## config.mk

```make
export PLATFORM = sky130hd
export DESIGN_NAME = sha256_stream_hasher
export DESIGN_NICKNAME = d
export VERILOG_FILES = /design/src/design/sha_pkg.sv /design/src/design/sha_datapath.sv /design/src/design/sha_ctrl.sv /design/src/design/sha256_stream_hasher.sv
export SDC_FILE = /design/constraint.sdc
export NUM_CORES = 2
export LEC_CHECK = 0
export ABC_AREA = 1
export BUFFER_PORTS_ARGS = -buffer_cell sky130_fd_sc_hd__clkbuf_2
export CAP_MARGIN = 20
export CORE_MARGIN = 2
export CORE_UTILIZATION = 60
export CTS_CLUSTER_DIAMETER = 50
export DETAILED_ROUTE_END_ITERATION = 8
export PLACE_DENSITY_LB_ADDON = 0.25
export SLEW_MARGIN = 20
export SYNTH_ARGS = -nofsm -noshare
export SYNTH_HDL_FRONTEND = slang
export SYNTH_HIERARCHICAL = 1
export SYNTH_SLANG_ARGS = --single-unit
```

## constraint.sdc

```tcl
create_clock -name clk -period 32 [get_ports clk]
set_input_delay 6.4 -clock clk [delete_from_list [all_inputs] [get_ports clk]]
set_output_delay 6.4 -clock clk [all_outputs]
set_load 0.02 [all_outputs]
```

## src/design/sha_pkg.sv

```systemverilog
// Package for the SHA-256 stream hasher: payload structs, controller/datapath command
// and status types, round constants and the round and schedule functions.
// Depends on nothing.
`timescale 1ns / 1ps
package sha_pkg;

  typedef struct packed {
    logic       func;
    logic [7:0] message_byte;
  } in_item_t;

  typedef struct packed {
    logic [31:0] digest_word;
    logic [2:0]  word_index;
    logic        last_word;
  } out_item_t;

  localparam logic FUNC_ABSORB = 1'b0;
  localparam logic FUNC_FINISH = 1'b1;

  typedef enum logic [1:0] {
    BSRC_MSG  = 2'd0,
    BSRC_PAD  = 2'd1,
    BSRC_ZERO = 2'd2,
    BSRC_LEN  = 2'd3
  } bsrc_t;

  typedef struct packed {
    logic       wr_byte;
    bsrc_t      bsrc;
    logic       count_byte;
    logic       blk_start;
    logic       round_step;
    logic       chain_add;
    logic       msg_reset;
    logic [5:0] round_idx;
  } dp_cmd_t;

  typedef struct packed {
    logic [5:0] fill;
  } dp_sts_t;

  localparam logic [31:0] ROUND_K [64] = '{
    32'h428a2f98,32'h71374491,32'hb5c0fbcf,32'he9b5dba5,32'h3956c25b,32'h59f111f1,
    32'h923f82a4,32'hab1c5ed5,32'hd807aa98,32'h12835b01,32'h243185be,32'h550c7dc3,
    32'h72be5d74,32'h80deb1fe,32'h9bdc06a7,32'hc19bf174,32'he49b69c1,32'hefbe4786,
    32'h0fc19dc6,32'h240ca1cc,32'h2de92c6f,32'h4a7484aa,32'h5cb0a9dc,32'h76f988da,
    32'h983e5152,32'ha831c66d,32'hb00327c8,32'hbf597fc7,32'hc6e00bf3,32'hd5a79147,
    32'h06ca6351,32'h14292967,32'h27b70a85,32'h2e1b2138,32'h4d2c6dfc,32'h53380d13,
    32'h650a7354,32'h766a0abb,32'h81c2c92e,32'h92722c85,32'ha2bfe8a1,32'ha81a664b,
    32'hc24b8b70,32'hc76c51a3,32'hd192e819,32'hd6990624,32'hf40e3585,32'h106aa070,
    32'h19a4c116,32'h1e376c08,32'h2748774c,32'h34b0bcb5,32'h391c0cb3,32'h4ed8aa4a,
    32'h5b9cca4f,32'h682e6ff3,32'h748f82ee,32'h78a5636f,32'h84c87814,32'h8cc70208,
    32'h90befffa,32'ha4506ceb,32'hbef9a3f7,32'hc67178f2
  };

  localparam logic [31:0] INIT_H [8] = '{
    32'h6a09e667,32'hbb67ae85,32'h3c6ef372,32'ha54ff53a,
    32'h510e527f,32'h9b05688c,32'h1f83d9ab,32'h5be0cd19
  };

  localparam logic [5:0] PAD_LIMIT = 6'd56;
  localparam logic [7:0] PAD_BYTE  = 8'h80;

  function automatic logic [31:0] rotr(input logic [31:0] x, input int n);
    rotr = (x >> n) | (x << (32 - n));
  endfunction

  function automatic logic [31:0] sig0(input logic [31:0] x);
    sig0 = rotr(x, 7) ^ rotr(x, 18) ^ (x >> 3);
  endfunction

  function automatic logic [31:0] sig1(input logic [31:0] x);
    sig1 = rotr(x, 17) ^ rotr(x, 19) ^ (x >> 10);
  endfunction

  function automatic logic [31:0] bsig0(input logic [31:0] x);
    bsig0 = rotr(x, 2) ^ rotr(x, 13) ^ rotr(x, 22);
  endfunction

  function automatic logic [31:0] bsig1(input logic [31:0] x);
    bsig1 = rotr(x, 6) ^ rotr(x, 11) ^ rotr(x, 25);
  endfunction

endpackage

```

## src/design/sha_datapath.sv

```systemverilog
// Datapath: byte counter, 16-word schedule window loaded byte by byte, working
// variables and chaining words. Uses sha_pkg; driven by sha_ctrl.
`timescale 1ns / 1ps
module sha_datapath (
  input  logic              clk,
  input  logic              rst_n,
  input  logic [7:0]        msg_byte,
  input  sha_pkg::dp_cmd_t  cmd,
  input  logic [2:0]        rd_idx,
  output logic [31:0]       rd_word,
  output sha_pkg::dp_sts_t  sts
);

  logic [5:0]  fill_r, fill_nxt;
  logic [63:0] total_r, total_nxt;
  logic [31:0] w_r [16];
  logic [31:0] v_r [8];
  logic [31:0] h_r [8];
  logic [7:0]  wbyte;
  logic [63:0] bits;
  logic [31:0] wt, wnew, t1, t2;
  logic [31:0] hsel [8];

  assign bits = {total_r[60:0], 3'b000};

  always_comb begin
    case (cmd.bsrc)
      sha_pkg::BSRC_MSG:  wbyte = msg_byte;
      sha_pkg::BSRC_PAD:  wbyte = sha_pkg::PAD_BYTE;
      sha_pkg::BSRC_ZERO: wbyte = 8'h00;
      sha_pkg::BSRC_LEN:  wbyte = bits[8 * (7 - fill_r[2:0]) +: 8];
      default:            wbyte = 8'h00;
    endcase
  end

  always_comb begin
    fill_nxt  = fill_r;
    total_nxt = total_r;
    if (cmd.wr_byte) fill_nxt = fill_r + 6'd1;
    if (cmd.count_byte) total_nxt = total_r + 64'd1;
    if (cmd.msg_reset) begin
      fill_nxt  = '0;
      total_nxt = '0;
    end
  end

  always_ff @(posedge clk) begin
    if (!rst_n) begin
      fill_r  <= '0;
      total_r <= '0;
    end else begin
      fill_r  <= fill_nxt;
      total_r <= total_nxt;
    end
  end

  assign wt   = w_r[0];
  assign wnew = sha_pkg::sig1(w_r[14]) + w_r[9] + sha_pkg::sig0(w_r[1]) + w_r[0];
  assign t1   = v_r[7] + sha_pkg::bsig1(v_r[4]) + ((v_r[4] & v_r[5]) ^ (~v_r[4] & v_r[6]))
              + sha_pkg::ROUND_K[cmd.round_idx] + wt;
  assign t2   = sha_pkg::bsig0(v_r[0]) + ((v_r[0] & v_r[1]) ^ (v_r[0] & v_r[2]) ^
                (v_r[1] & v_r[2]));

  always_ff @(posedge clk) begin
    if (cmd.wr_byte) begin
      for (int i = 0; i < 15; i++) w_r[i] <= {w_r[i][23:0], w_r[i+1][31:24]};
      w_r[15] <= {w_r[15][23:0], wbyte};
    end else if (cmd.round_step) begin
      for (int i = 0; i < 15; i++) w_r[i] <= w_r[i+1];
      w_r[15] <= wnew;
    end
  end

  always_comb begin
    for (int i = 0; i < 8; i++) hsel[i] = cmd.msg_reset ? sha_pkg::INIT_H[i] : h_r[i];
  end

  always_ff @(posedge clk) begin
    if (cmd.blk_start) begin
      for (int i = 0; i < 8; i++) v_r[i] <= h_r[i];
    end else if (cmd.round_step) begin
      v_r[7] <= v_r[6]; v_r[6] <= v_r[5]; v_r[5] <= v_r[4]; v_r[4] <= v_r[3] + t1;
      v_r[3] <= v_r[2]; v_r[2] <= v_r[1]; v_r[1] <= v_r[0]; v_r[0] <= t1 + t2;
    end
  end

  always_ff @(posedge clk) begin
    if (!rst_n) begin
      for (int i = 0; i < 8; i++) h_r[i] <= sha_pkg::INIT_H[i];
    end else if (cmd.chain_add) begin
      for (int i = 0; i < 8; i++) h_r[i] <= h_r[i] + v_r[i];
    end else if (cmd.msg_reset) begin
      for (int i = 0; i < 8; i++) h_r[i] <= hsel[i];
    end
  end

  assign rd_word  = h_r[rd_idx];
  assign sts.fill = fill_r;

endmodule

```

## src/design/sha_ctrl.sv

```systemverilog
// Controller: input and output handshakes, padding sequence, round counter
// and digest readout. Uses sha_pkg; commands sha_datapath.
`timescale 1ns / 1ps
module sha_ctrl (
  input  logic              clk,
  input  logic              rst_n,
  input  logic              in_valid,
  output logic              in_ready,
  input  logic              in_func,
  input  logic              out_ready,
  output logic              out_valid,
  output logic [2:0]        out_idx,
  output sha_pkg::dp_cmd_t  cmd,
  input  sha_pkg::dp_sts_t  sts
);

  typedef enum logic [2:0] {
    S_IDLE, S_LOAD, S_ROUND, S_ADD, S_PAD, S_EMIT
  } state_t;

  state_t     state_r, state_nxt;
  logic [5:0] rnd_r, rnd_nxt;
  logic       fin_r, fin_nxt;
  logic       padlen_r, padlen_nxt;
  logic [2:0] idx_r, idx_nxt;
  logic       ovalid_r, ovalid_nxt;

  assign in_ready  = (state_r == S_IDLE);
  assign out_valid = ovalid_r;
  assign out_idx   = idx_r;

  always_comb begin
    state_nxt  = state_r;
    rnd_nxt    = rnd_r;
    fin_nxt    = fin_r;
    padlen_nxt = padlen_r;
    idx_nxt    = idx_r;
    ovalid_nxt = ovalid_r;
    cmd        = '0;
    cmd.bsrc   = sha_pkg::BSRC_MSG;
    cmd.round_idx = rnd_r;
    case (state_r)
      S_IDLE: begin
        if (in_valid) begin
          cmd.wr_byte = 1'b1;
          if (in_func == sha_pkg::FUNC_ABSORB) begin
            cmd.count_byte = 1'b1;
            fin_nxt = 1'b0;
            if (sts.fill == 6'd63) state_nxt = S_LOAD;
          end else begin
            cmd.bsrc   = sha_pkg::BSRC_PAD;
            fin_nxt    = 1'b1;
            padlen_nxt = (sts.fill < sha_pkg::PAD_LIMIT);
            state_nxt  = (sts.fill == 6'd63) ? S_LOAD : S_PAD;
          end
        end
      end
      S_PAD: begin
        cmd.wr_byte = 1'b1;
        if (padlen_r && sts.fill >= sha_pkg::PAD_LIMIT) cmd.bsrc = sha_pkg::BSRC_LEN;
        else cmd.bsrc = sha_pkg::BSRC_ZERO;
        if (sts.fill == 6'd63) state_nxt = S_LOAD;
      end
      S_LOAD: begin
        cmd.blk_start  = 1'b1;
        rnd_nxt   = '0;
        state_nxt = S_ROUND;
      end
      S_ROUND: begin
        cmd.round_step = 1'b1;
        rnd_nxt = rnd_r + 6'd1;
        if (rnd_r == 6'd63) state_nxt = S_ADD;
      end
      S_ADD: begin
        cmd.chain_add = 1'b1;
        if (!fin_r) begin
          state_nxt = S_IDLE;
        end else if (padlen_r) begin
          idx_nxt    = '0;
          ovalid_nxt = 1'b1;
          state_nxt  = S_EMIT;
        end else begin
          padlen_nxt = 1'b1;
          state_nxt  = S_PAD;
        end
      end
      S_EMIT: begin
        if (out_ready) begin
          idx_nxt = idx_r + 3'd1;
          if (idx_r == 3'd7) begin
            ovalid_nxt    = 1'b0;
            cmd.msg_reset = 1'b1;
            fin_nxt       = 1'b0;
            state_nxt     = S_IDLE;
          end
        end
      end
      default: state_nxt = S_IDLE;
    endcase
  end

  always_ff @(posedge clk) begin
    if (!rst_n) begin
      state_r  <= S_IDLE;
      rnd_r    <= '0;
      fin_r    <= 1'b0;
      padlen_r <= 1'b0;
      idx_r    <= '0;
      ovalid_r <= 1'b0;
    end else begin
      state_r  <= state_nxt;
      rnd_r    <= rnd_nxt;
      fin_r    <= fin_nxt;
      padlen_r <= padlen_nxt;
      idx_r    <= idx_nxt;
      ovalid_r <= ovalid_nxt;
    end
  end

endmodule

```

## src/design/sha256_stream_hasher.sv

```systemverilog
// Top level of the SHA-256 stream hasher: joins sha_ctrl and sha_datapath.
// Uses sha_pkg.
//
// An absorb transfer that fills a block is followed by the working-variable load,
// 64 rounds of one round per cycle and the chaining add before the next is taken.
// A finish transfer writes the padding one byte per cycle up to the block end,
// compresses once or twice (twice when 56 or more bytes are held), then offers
// the eight digest words, one per out transfer. No new item is taken until the
// last word has transferred.
`timescale 1ns / 1ps
module sha256_stream_hasher (
  input  logic                clk,
  input  logic                rst_n,
  input  logic                in_valid,
  output logic                in_ready,
  input  sha_pkg::in_item_t   in_data,
  output logic                out_valid,
  input  logic                out_ready,
  output sha_pkg::out_item_t  out_data
);

  sha_pkg::dp_cmd_t cmd;
  sha_pkg::dp_sts_t sts;
  logic [2:0]       idx;
  logic [31:0]      word;

  sha_ctrl u_ctrl (
    .clk(clk), .rst_n(rst_n), .in_valid(in_valid), .in_ready(in_ready),
    .in_func(in_data.func), .out_ready(out_ready), .out_valid(out_valid),
    .out_idx(idx), .cmd(cmd), .sts(sts)
  );

  sha_datapath u_dp (
    .clk(clk), .rst_n(rst_n), .msg_byte(in_data.message_byte), .cmd(cmd),
    .rd_idx(idx), .rd_word(word), .sts(sts)
  );

  assign out_data.digest_word = word;
  assign out_data.word_index  = idx;
  assign out_data.last_word   = (idx == 3'd7);

  a_no_in_while_out: assert property (@(posedge clk) disable iff (!rst_n)
    !(in_ready && out_valid)) else $error("input taken while digest pending");

  a_idx_advance: assert property (@(posedge clk) disable iff (!rst_n)
    (out_valid && out_ready && idx != 3'd7) |=> (out_valid && idx == $past(idx) + 3'd1))
    else $error("digest index did not advance");

  a_last_drops: assert property (@(posedge clk) disable iff (!rst_n)
    (out_valid && out_ready && idx == 3'd7) |=> (!out_valid && in_ready))
    else $error("block not idle after last word");

endmodule

```

# Yosys cells after proc, flatten, opt, wreduce, memory -nomap -nowiden
# Memory sizes are Yosys's and may differ from the RTL's. A register that Yosys moved wholly into a read port is not among the register bits.
# Index checks and enable logic that the tools add are counted.
dict set report totals {
  latchBits 0
  mem_bits_ro 2048
  mem_count 4
  wordCells 248
  ff_bits 85
  ram_bits 1024
}
# memory words width rd rd_clocked_by_memory_dff write_ports line_no
set memory_table {}
lappend memory_table {{(no name shown)} 64 32 1 0 0 sha_datapath.sv:60} ;# + sha_pkg::ROUND_K[cmd.round_idx] + wt;
lappend memory_table {u_dp.w_r 16 32 16 0 16 sha_datapath.sv:16} ;# logic [31:0] w_r [16];
lappend memory_table {u_dp.h_r 8 32 9 1 8 sha_datapath.sv:18} ;# logic [31:0] h_r [8];
lappend memory_table {u_dp.v_r 8 32 8 0 8 sha_datapath.sv:17} ;# logic [31:0] v_r [8];
dict set report classes {
  magnitude_cmp 3
  add_sub_neg 23
  div 0
  bitwise 69
  n_eq_ne 18
  mux 109
  mul 0
  n_shift 1
  reduce_logical 13
}
# cell n
set op_table {}
lappend op_table {{32-bit 2-to-1 mux} 50}
lappend op_table {{32-bit adder} 18}
lappend op_table {{32-bit bitwise XOR} 9}
lappend op_table {{32-bit AND} 5}
lappend op_table {{64-bit by 1-bit adder with 64-bit output, second input constant} 1}
lappend op_table {{64-bit by 33-bit indexed part select with 8-bit output} 1}
lappend op_table {{1-bit OR} 40}
lappend op_table {{3-bit 2-to-1 mux} 13}
lappend op_table {{1-bit 2-to-1 mux} 37}
lappend op_table {{32-bit NOT} 1}
lappend op_table {{10-bit by 32-bit OR with 32-bit output} 1}
lappend op_table {{13-bit by 32-bit OR with 32-bit output} 1}
lappend op_table {{14-bit by 32-bit OR with 32-bit output} 1}
lappend op_table {{15-bit by 32-bit OR with 32-bit output} 1}
lappend op_table {{19-bit by 32-bit OR with 32-bit output} 1}
lappend op_table {{21-bit by 32-bit OR with 32-bit output} 1}
lappend op_table {{25-bit by 32-bit OR with 32-bit output} 1}
lappend op_table {{26-bit by 32-bit OR with 32-bit output} 1}
lappend op_table {{30-bit by 32-bit OR with 32-bit output} 1}
lappend op_table {{7-bit by 32-bit OR with 32-bit output} 1}
lappend op_table {{8-bit case mux with 4 select lines} 1}
lappend op_table {{32-bit by 22-bit bitwise XOR with 32-bit output} 1}
lappend op_table {{32-bit by 29-bit bitwise XOR with 32-bit output} 1}
lappend op_table {{3-bit case mux with 6 select lines} 1}
lappend op_table {{27 further kinds} 47}

# Depth between registers and ports, before layout
# An unclocked memory read counts as a cell.
dict set report depth {
  depth_word 10
  depth_mapped 44
  depth_no_buf 44
}

# Hierarchy
# The synthesis kept the hierarchy.
# mod cells_per_inst n_inst area_each_um2 seq_area_each_um2
set by_module_without_submodules {}
lappend by_module_without_submodules {sha_datapath 9565 1 78875.6 32090.8}
lappend by_module_without_submodules {sha_ctrl 148 1 929.6 300.3}
lappend by_module_without_submodules {sha256_stream_hasher 3 1 13.8 0.0}

# Least setup slack after synthesis
# OpenSTA, ideal clock, no wires.
dict set report synth_path {
  path_type {in2reg}
  start {in in_valid}
  end {mem u_dp.w_r[0][0] (enable)}
  arrival_ps 15612
  n_path_buf 2
  path_slack_ps 12760
  required_ps 28373
  path_stages 6
  setup_time_ps 3627
  path_cell_list {inv_1 > a21oi_1 > inv_2 > clkbuf_1 > clkbuf_1 > nand2_1}
}
# element line_no
set synth_rtl {}
lappend synth_rtl {{start, declared} sha256_stream_hasher.sv:14} ;# input logic in_valid,
lappend synth_rtl {{end, declared} sha_datapath.sv:16}

==> results by group <==
Outcome
  • Run status: finished with violations
  • Failing checks: DRC

Global routing
  • Met3 track demand over resource: 12.9%
  • Number of global-route vias before repair: 66400
  • Met1 Usage GRT: 57.2%
  • Gr ovfl total: 0
  • Initial antenna violation count: 13
  • Pin count of the biggest net entering global routing: 262
  • First-pass GRT wire length: 418000 um
  • Grt met2 use: 57.6%
  • All-layer global routing usage: 41.2%
  • Global route hottest layer: met2

Route
  • Via density: 6.35
  • WL final: 287000 um
  • Number of DRC markers in iteration 0: 11600
  • Residual DRC: 30
  • Wire length per cell: 24.9 um
  • Post-route ant nets: 0
  • Number of detailed-route iterations in the first pass: 9
  • Vias: 73000

Synth
  • Post-Syn Instances: 9716
  • Number of flops mapped to enable cells by yosys: 1024
  • Netlist cell types: 77
  • Main flop type after synthesis: edfxtp_1
  • Post-Syn Nets: 10300
  • Area share of the largest cell type after synthesis: 38.5%
  • Area contributors post-synth: edfxtp_1 (39%), nand2_1 (9.3%), ha_1 (6.1%), o21ai_0 (6.1%), inv_1 (5.8%)
  • Mapped Area: 0.0798 mm^2
  • Sequential area share after synthesis: 40.6%
  • Synthesized area per cell: 8.22 um^2
  • Yosys top cell by area: edfxtp_1
  • FFs w/ async S/R, synth: 0%
  • Synth warn: 6
  • Seq cells post-synth: 1106

Clock tree
  • Worst-skew pair later-pin latency: 0.81 ns
  • Cts hold-fix bufs: 0
  • CTS H-tree depth: 4
  • Reg clk slew, reported paths: 0.05 ns
  • CTS Root Cell: clkbuf_16
  • Setup bufs post-CTS: 0
  • Clock tree buffer depth: 3
  • CTS buffer count: 146
  • Post-CTS Resized: 0
  • Number of clock sinks: 1106
  • CTS tree: built

Critical path
  • Cell Chain, Critical Path: clkbuf_2 > inv_1 > a21oi_4 > buf_4 > inv_6 > nand2_4 > buf_4 > buf_12 > buf_4 > mux2_2
  • CP endpoint kind: register
  • CP most frequent cell: buf_4
  • Worst reg-to-reg setup slack: 22.18 ns
  • WS Path Type: in2reg
  • Crit. Startpoint: in_valid
  • Worst setup SP type: primary input
  • Critical path's largest stage delay: 0.94 ns
  • WP buf/inv: 7
  • Reg-to-Reg Start: u_ctrl/rnd_r[1]$_SDFFE_PN0P_
  • CP max-delay cell: buf_4
  • CP max FO: 261
  • Worst Path Required: 32.53 ns
  • CP delay by family, top: buffers and inverters
  • Arrival @ worst endpoint: 11.49 ns

Floorplanning
  • CORE AREA: 0.132 mm^2
  • Initial Utilization: 60.6%
  • Site Rows: 133
  • IO Count: 51
  • Chip width: 369 um
  • Die Y: 369 um
  • Die area: 0.136 mm^2

Placed design
  • GP Congestion: 1.12
  • Port-buffer cells: 50
  • DP HPWL: 219000 um

Cells and area
  • Layout cells sized above 1: 6.46%
  • Layout area overhead: 8.27%
  • Final Util: 65.6%
  • Fin nets: 10200

Timing
  • Maximum clock frequency: 0.0912 GHz
  • Slew Limit Fails: 0
  • Final Critical Period: 10.96 ns
  • Unrepaired setup endpoints after global routing: false
  • Slew @ Worst Pin: 1.11 ns
  • Setup_tns: 0 ns
  • Setup violations, final: 0
  • Skew final: 0.0362 ns
  • Final worst path period share: 34.3%
  • Rel. slew slack: 25.9%
  • Final hold vios: 0

Power
  • Seq pwr share: 32.3%
  • Logic gate share of total power: 38.0%
  • Leakage power: 35.9 nW
  • Sw power: 2.24 mW
  • Clock power frac: 29.7%
  • Switching share of power: 39.1%
  • VDD IR max: 0.0000690 V
  • Power per cell area: 66.3 mW/mm^2
  • Power Internal: 3.49 mW

Run
  • Total of max-cap violations: 0

Worst hold path
  • Hold Crit Class: reg2reg
  • Hold Startpoint: u_ctrl/out_valid$_SDFFE_PN0P_
metrics by stage:
step / power (mW) / instance area (um^2) / cells / setup WS, ns / hold slack [ns]
CTS: 5.68 / 86300 / 11500 / 21.16 / 0.482
floorplan: 3.31 / 79800 / 9716 / 12.76 / 0.439
global route: 6.01 / 86400 / 11500 / 20.65 / 0.498
detailed placement: 3.97 / 81300 / 11200 / 20.38 / 0.455
finish: 5.73 / 86400 / 11500 / 21.04 / 0.475
global placement: 3.94 / 81300 / 11200 / 20.41 / 0.449
worst paths after layout:
kind,to,depth (start not counted)
setup / recovery,u_dp/w_r[0][160]$_DFFE_PP_,10
setup reg to reg,u_dp/v_r[0][18]$_DFFE_PP_,38
hold / removal,u_ctrl/out_valid$_SDFFE_PN0P_,2
hold reg to reg,u_ctrl/out_valid$_SDFFE_PN0P_,2
flip-flops by register name (all words and copies together) (netlist names):
signal	flops
u_ctrl/rnd_r	6
u_dp/h_r	256
u_dp/w_r	512
u_dp/v_r	256
u_ctrl/out_idx	3
u_ctrl/fin_r	1
u_dp/total_r	61
u_dp/sts	6
u_ctrl/padlen_r	1
u_ctrl/state_r	3
u_ctrl/out_valid	1
power by group through the flow:
stage	logic [mW]	registers [mW]	clock network, mW
final	2.18	1.85	1.70
after global routing	2.38	1.86	1.77
after CTS	2.12	1.85	1.71
after detailed placement	2.10	1.88	0
after global placement	2.06	1.87	0
after floorplan	1.48	1.84	0
routing by layer:
| layer | vias to the layer above | share of wire (%) |
|---|---|---|
| met5 | - | 0.058 |
| met4 | 10 | 6.2 |
| met3 | 889 | 15 |
| met2 | 5102 | 41 |
| met1 | 34200 | 38 |
| li1 | 32800 | - |
synthesized netlist by cell type (25+ instances only):
| library cell | number |
|---|---|
| a31oi_1 | 77 |
| clkbuf_1 | 271 |
| xor2_1 | 177 |
| a21oi_1 | 824 |
| edfxtp_1 | 1024 |
| ha_1 | 391 |
| fa_1 | 195 |
| o21bai_1 | 74 |
| a21o_1 | 76 |
| nand4_1 | 91 |
| mux2_2 | 88 |
| or2_2 | 59 |
| o21a_1 | 64 |
| dfxtp_1 | 82 |
| a221oi_1 | 25 |
| nand2_1 | 1976 |
| o21ai_0 | 968 |
| inv_1 | 1239 |
| o21ai_1 | 52 |
| o211ai_1 | 60 |
| nand3_1 | 398 |
| o22ai_1 | 33 |
| buf_2 | 55 |
| inv_2 | 30 |
| nor4_1 | 37 |
| buf_1 | 29 |
| nor3_1 | 96 |
| nor2_1 | 786 |
| xnor2_1 | 155 |
cells by family (layout without fill, tap and decap cells):
group / Yosys count / count (layout) / share of synthesized area, %
other cells: 0 / 9 / 0
compound gates: 2410 / 2410 / 17.0
mux: 88 / 88 / 1.24
simple gates: 3559 / 3559 / 18.8
fa+ha+maj: 588 / 588 / 11.0
flops: 1106 / 1106 / 40.6
buf+inv: 1633 / 1645 / 7.77
xor+xnor: 332 / 332 / 3.64
cell type report:
class | count | area, um^2
clock buffers | 168 | 3800
clock inverters | 100 | 1210
well taps | 1755 | 2200
flip-flops and latches | 1106 | 32400
repair buffers | 102 | 706
diodes | 9 | 22.5
inverters | 1275 | 4800
multi-input cells | 6977 | 41300
fillers | 11100 | 45400
cell usage in the layout (no fill, tap or decap), types with 53 or more instances in the layout:
cell | synthesis | final
nand2_1 | 1976 | 1970
inv_1 | 1239 | 1239
edfxtp_1 | 1024 | 1024
o21ai_0 | 968 | 967
a21oi_1 | 824 | 823
nor2_1 | 786 | 785
nand3_1 | 398 | 398
ha_1 | 391 | 391
fa_1 | 195 | 195
xor2_1 | 177 | 177
xnor2_1 | 155 | 155
clkbuf_16 | 0 | 149
nor3_1 | 96 | 96
nand4_1 | 91 | 91
mux2_2 | 88 | 88
dfxtp_1 | 82 | 78
a31oi_1 | 77 | 77
a21o_1 | 76 | 76
o21bai_1 | 74 | 74
o21a_1 | 64 | 64
o211ai_1 | 60 | 60
or2_2 | 59 | 58
o21ai_1 | 52 | 53
worst reg2reg max path: cells and delay by family (launching register included):
family	cells	cell delay, ns
AOI/OAI and AO/OA	10	1.82
xor gates and xnor gates	1	0.72
adders and majority gates	8	3.38
buffers and inverters	10	1.44
DFF	1	0.31
and+or+nand+nor	9	1.81
Power figures use the tool's default switching activity.
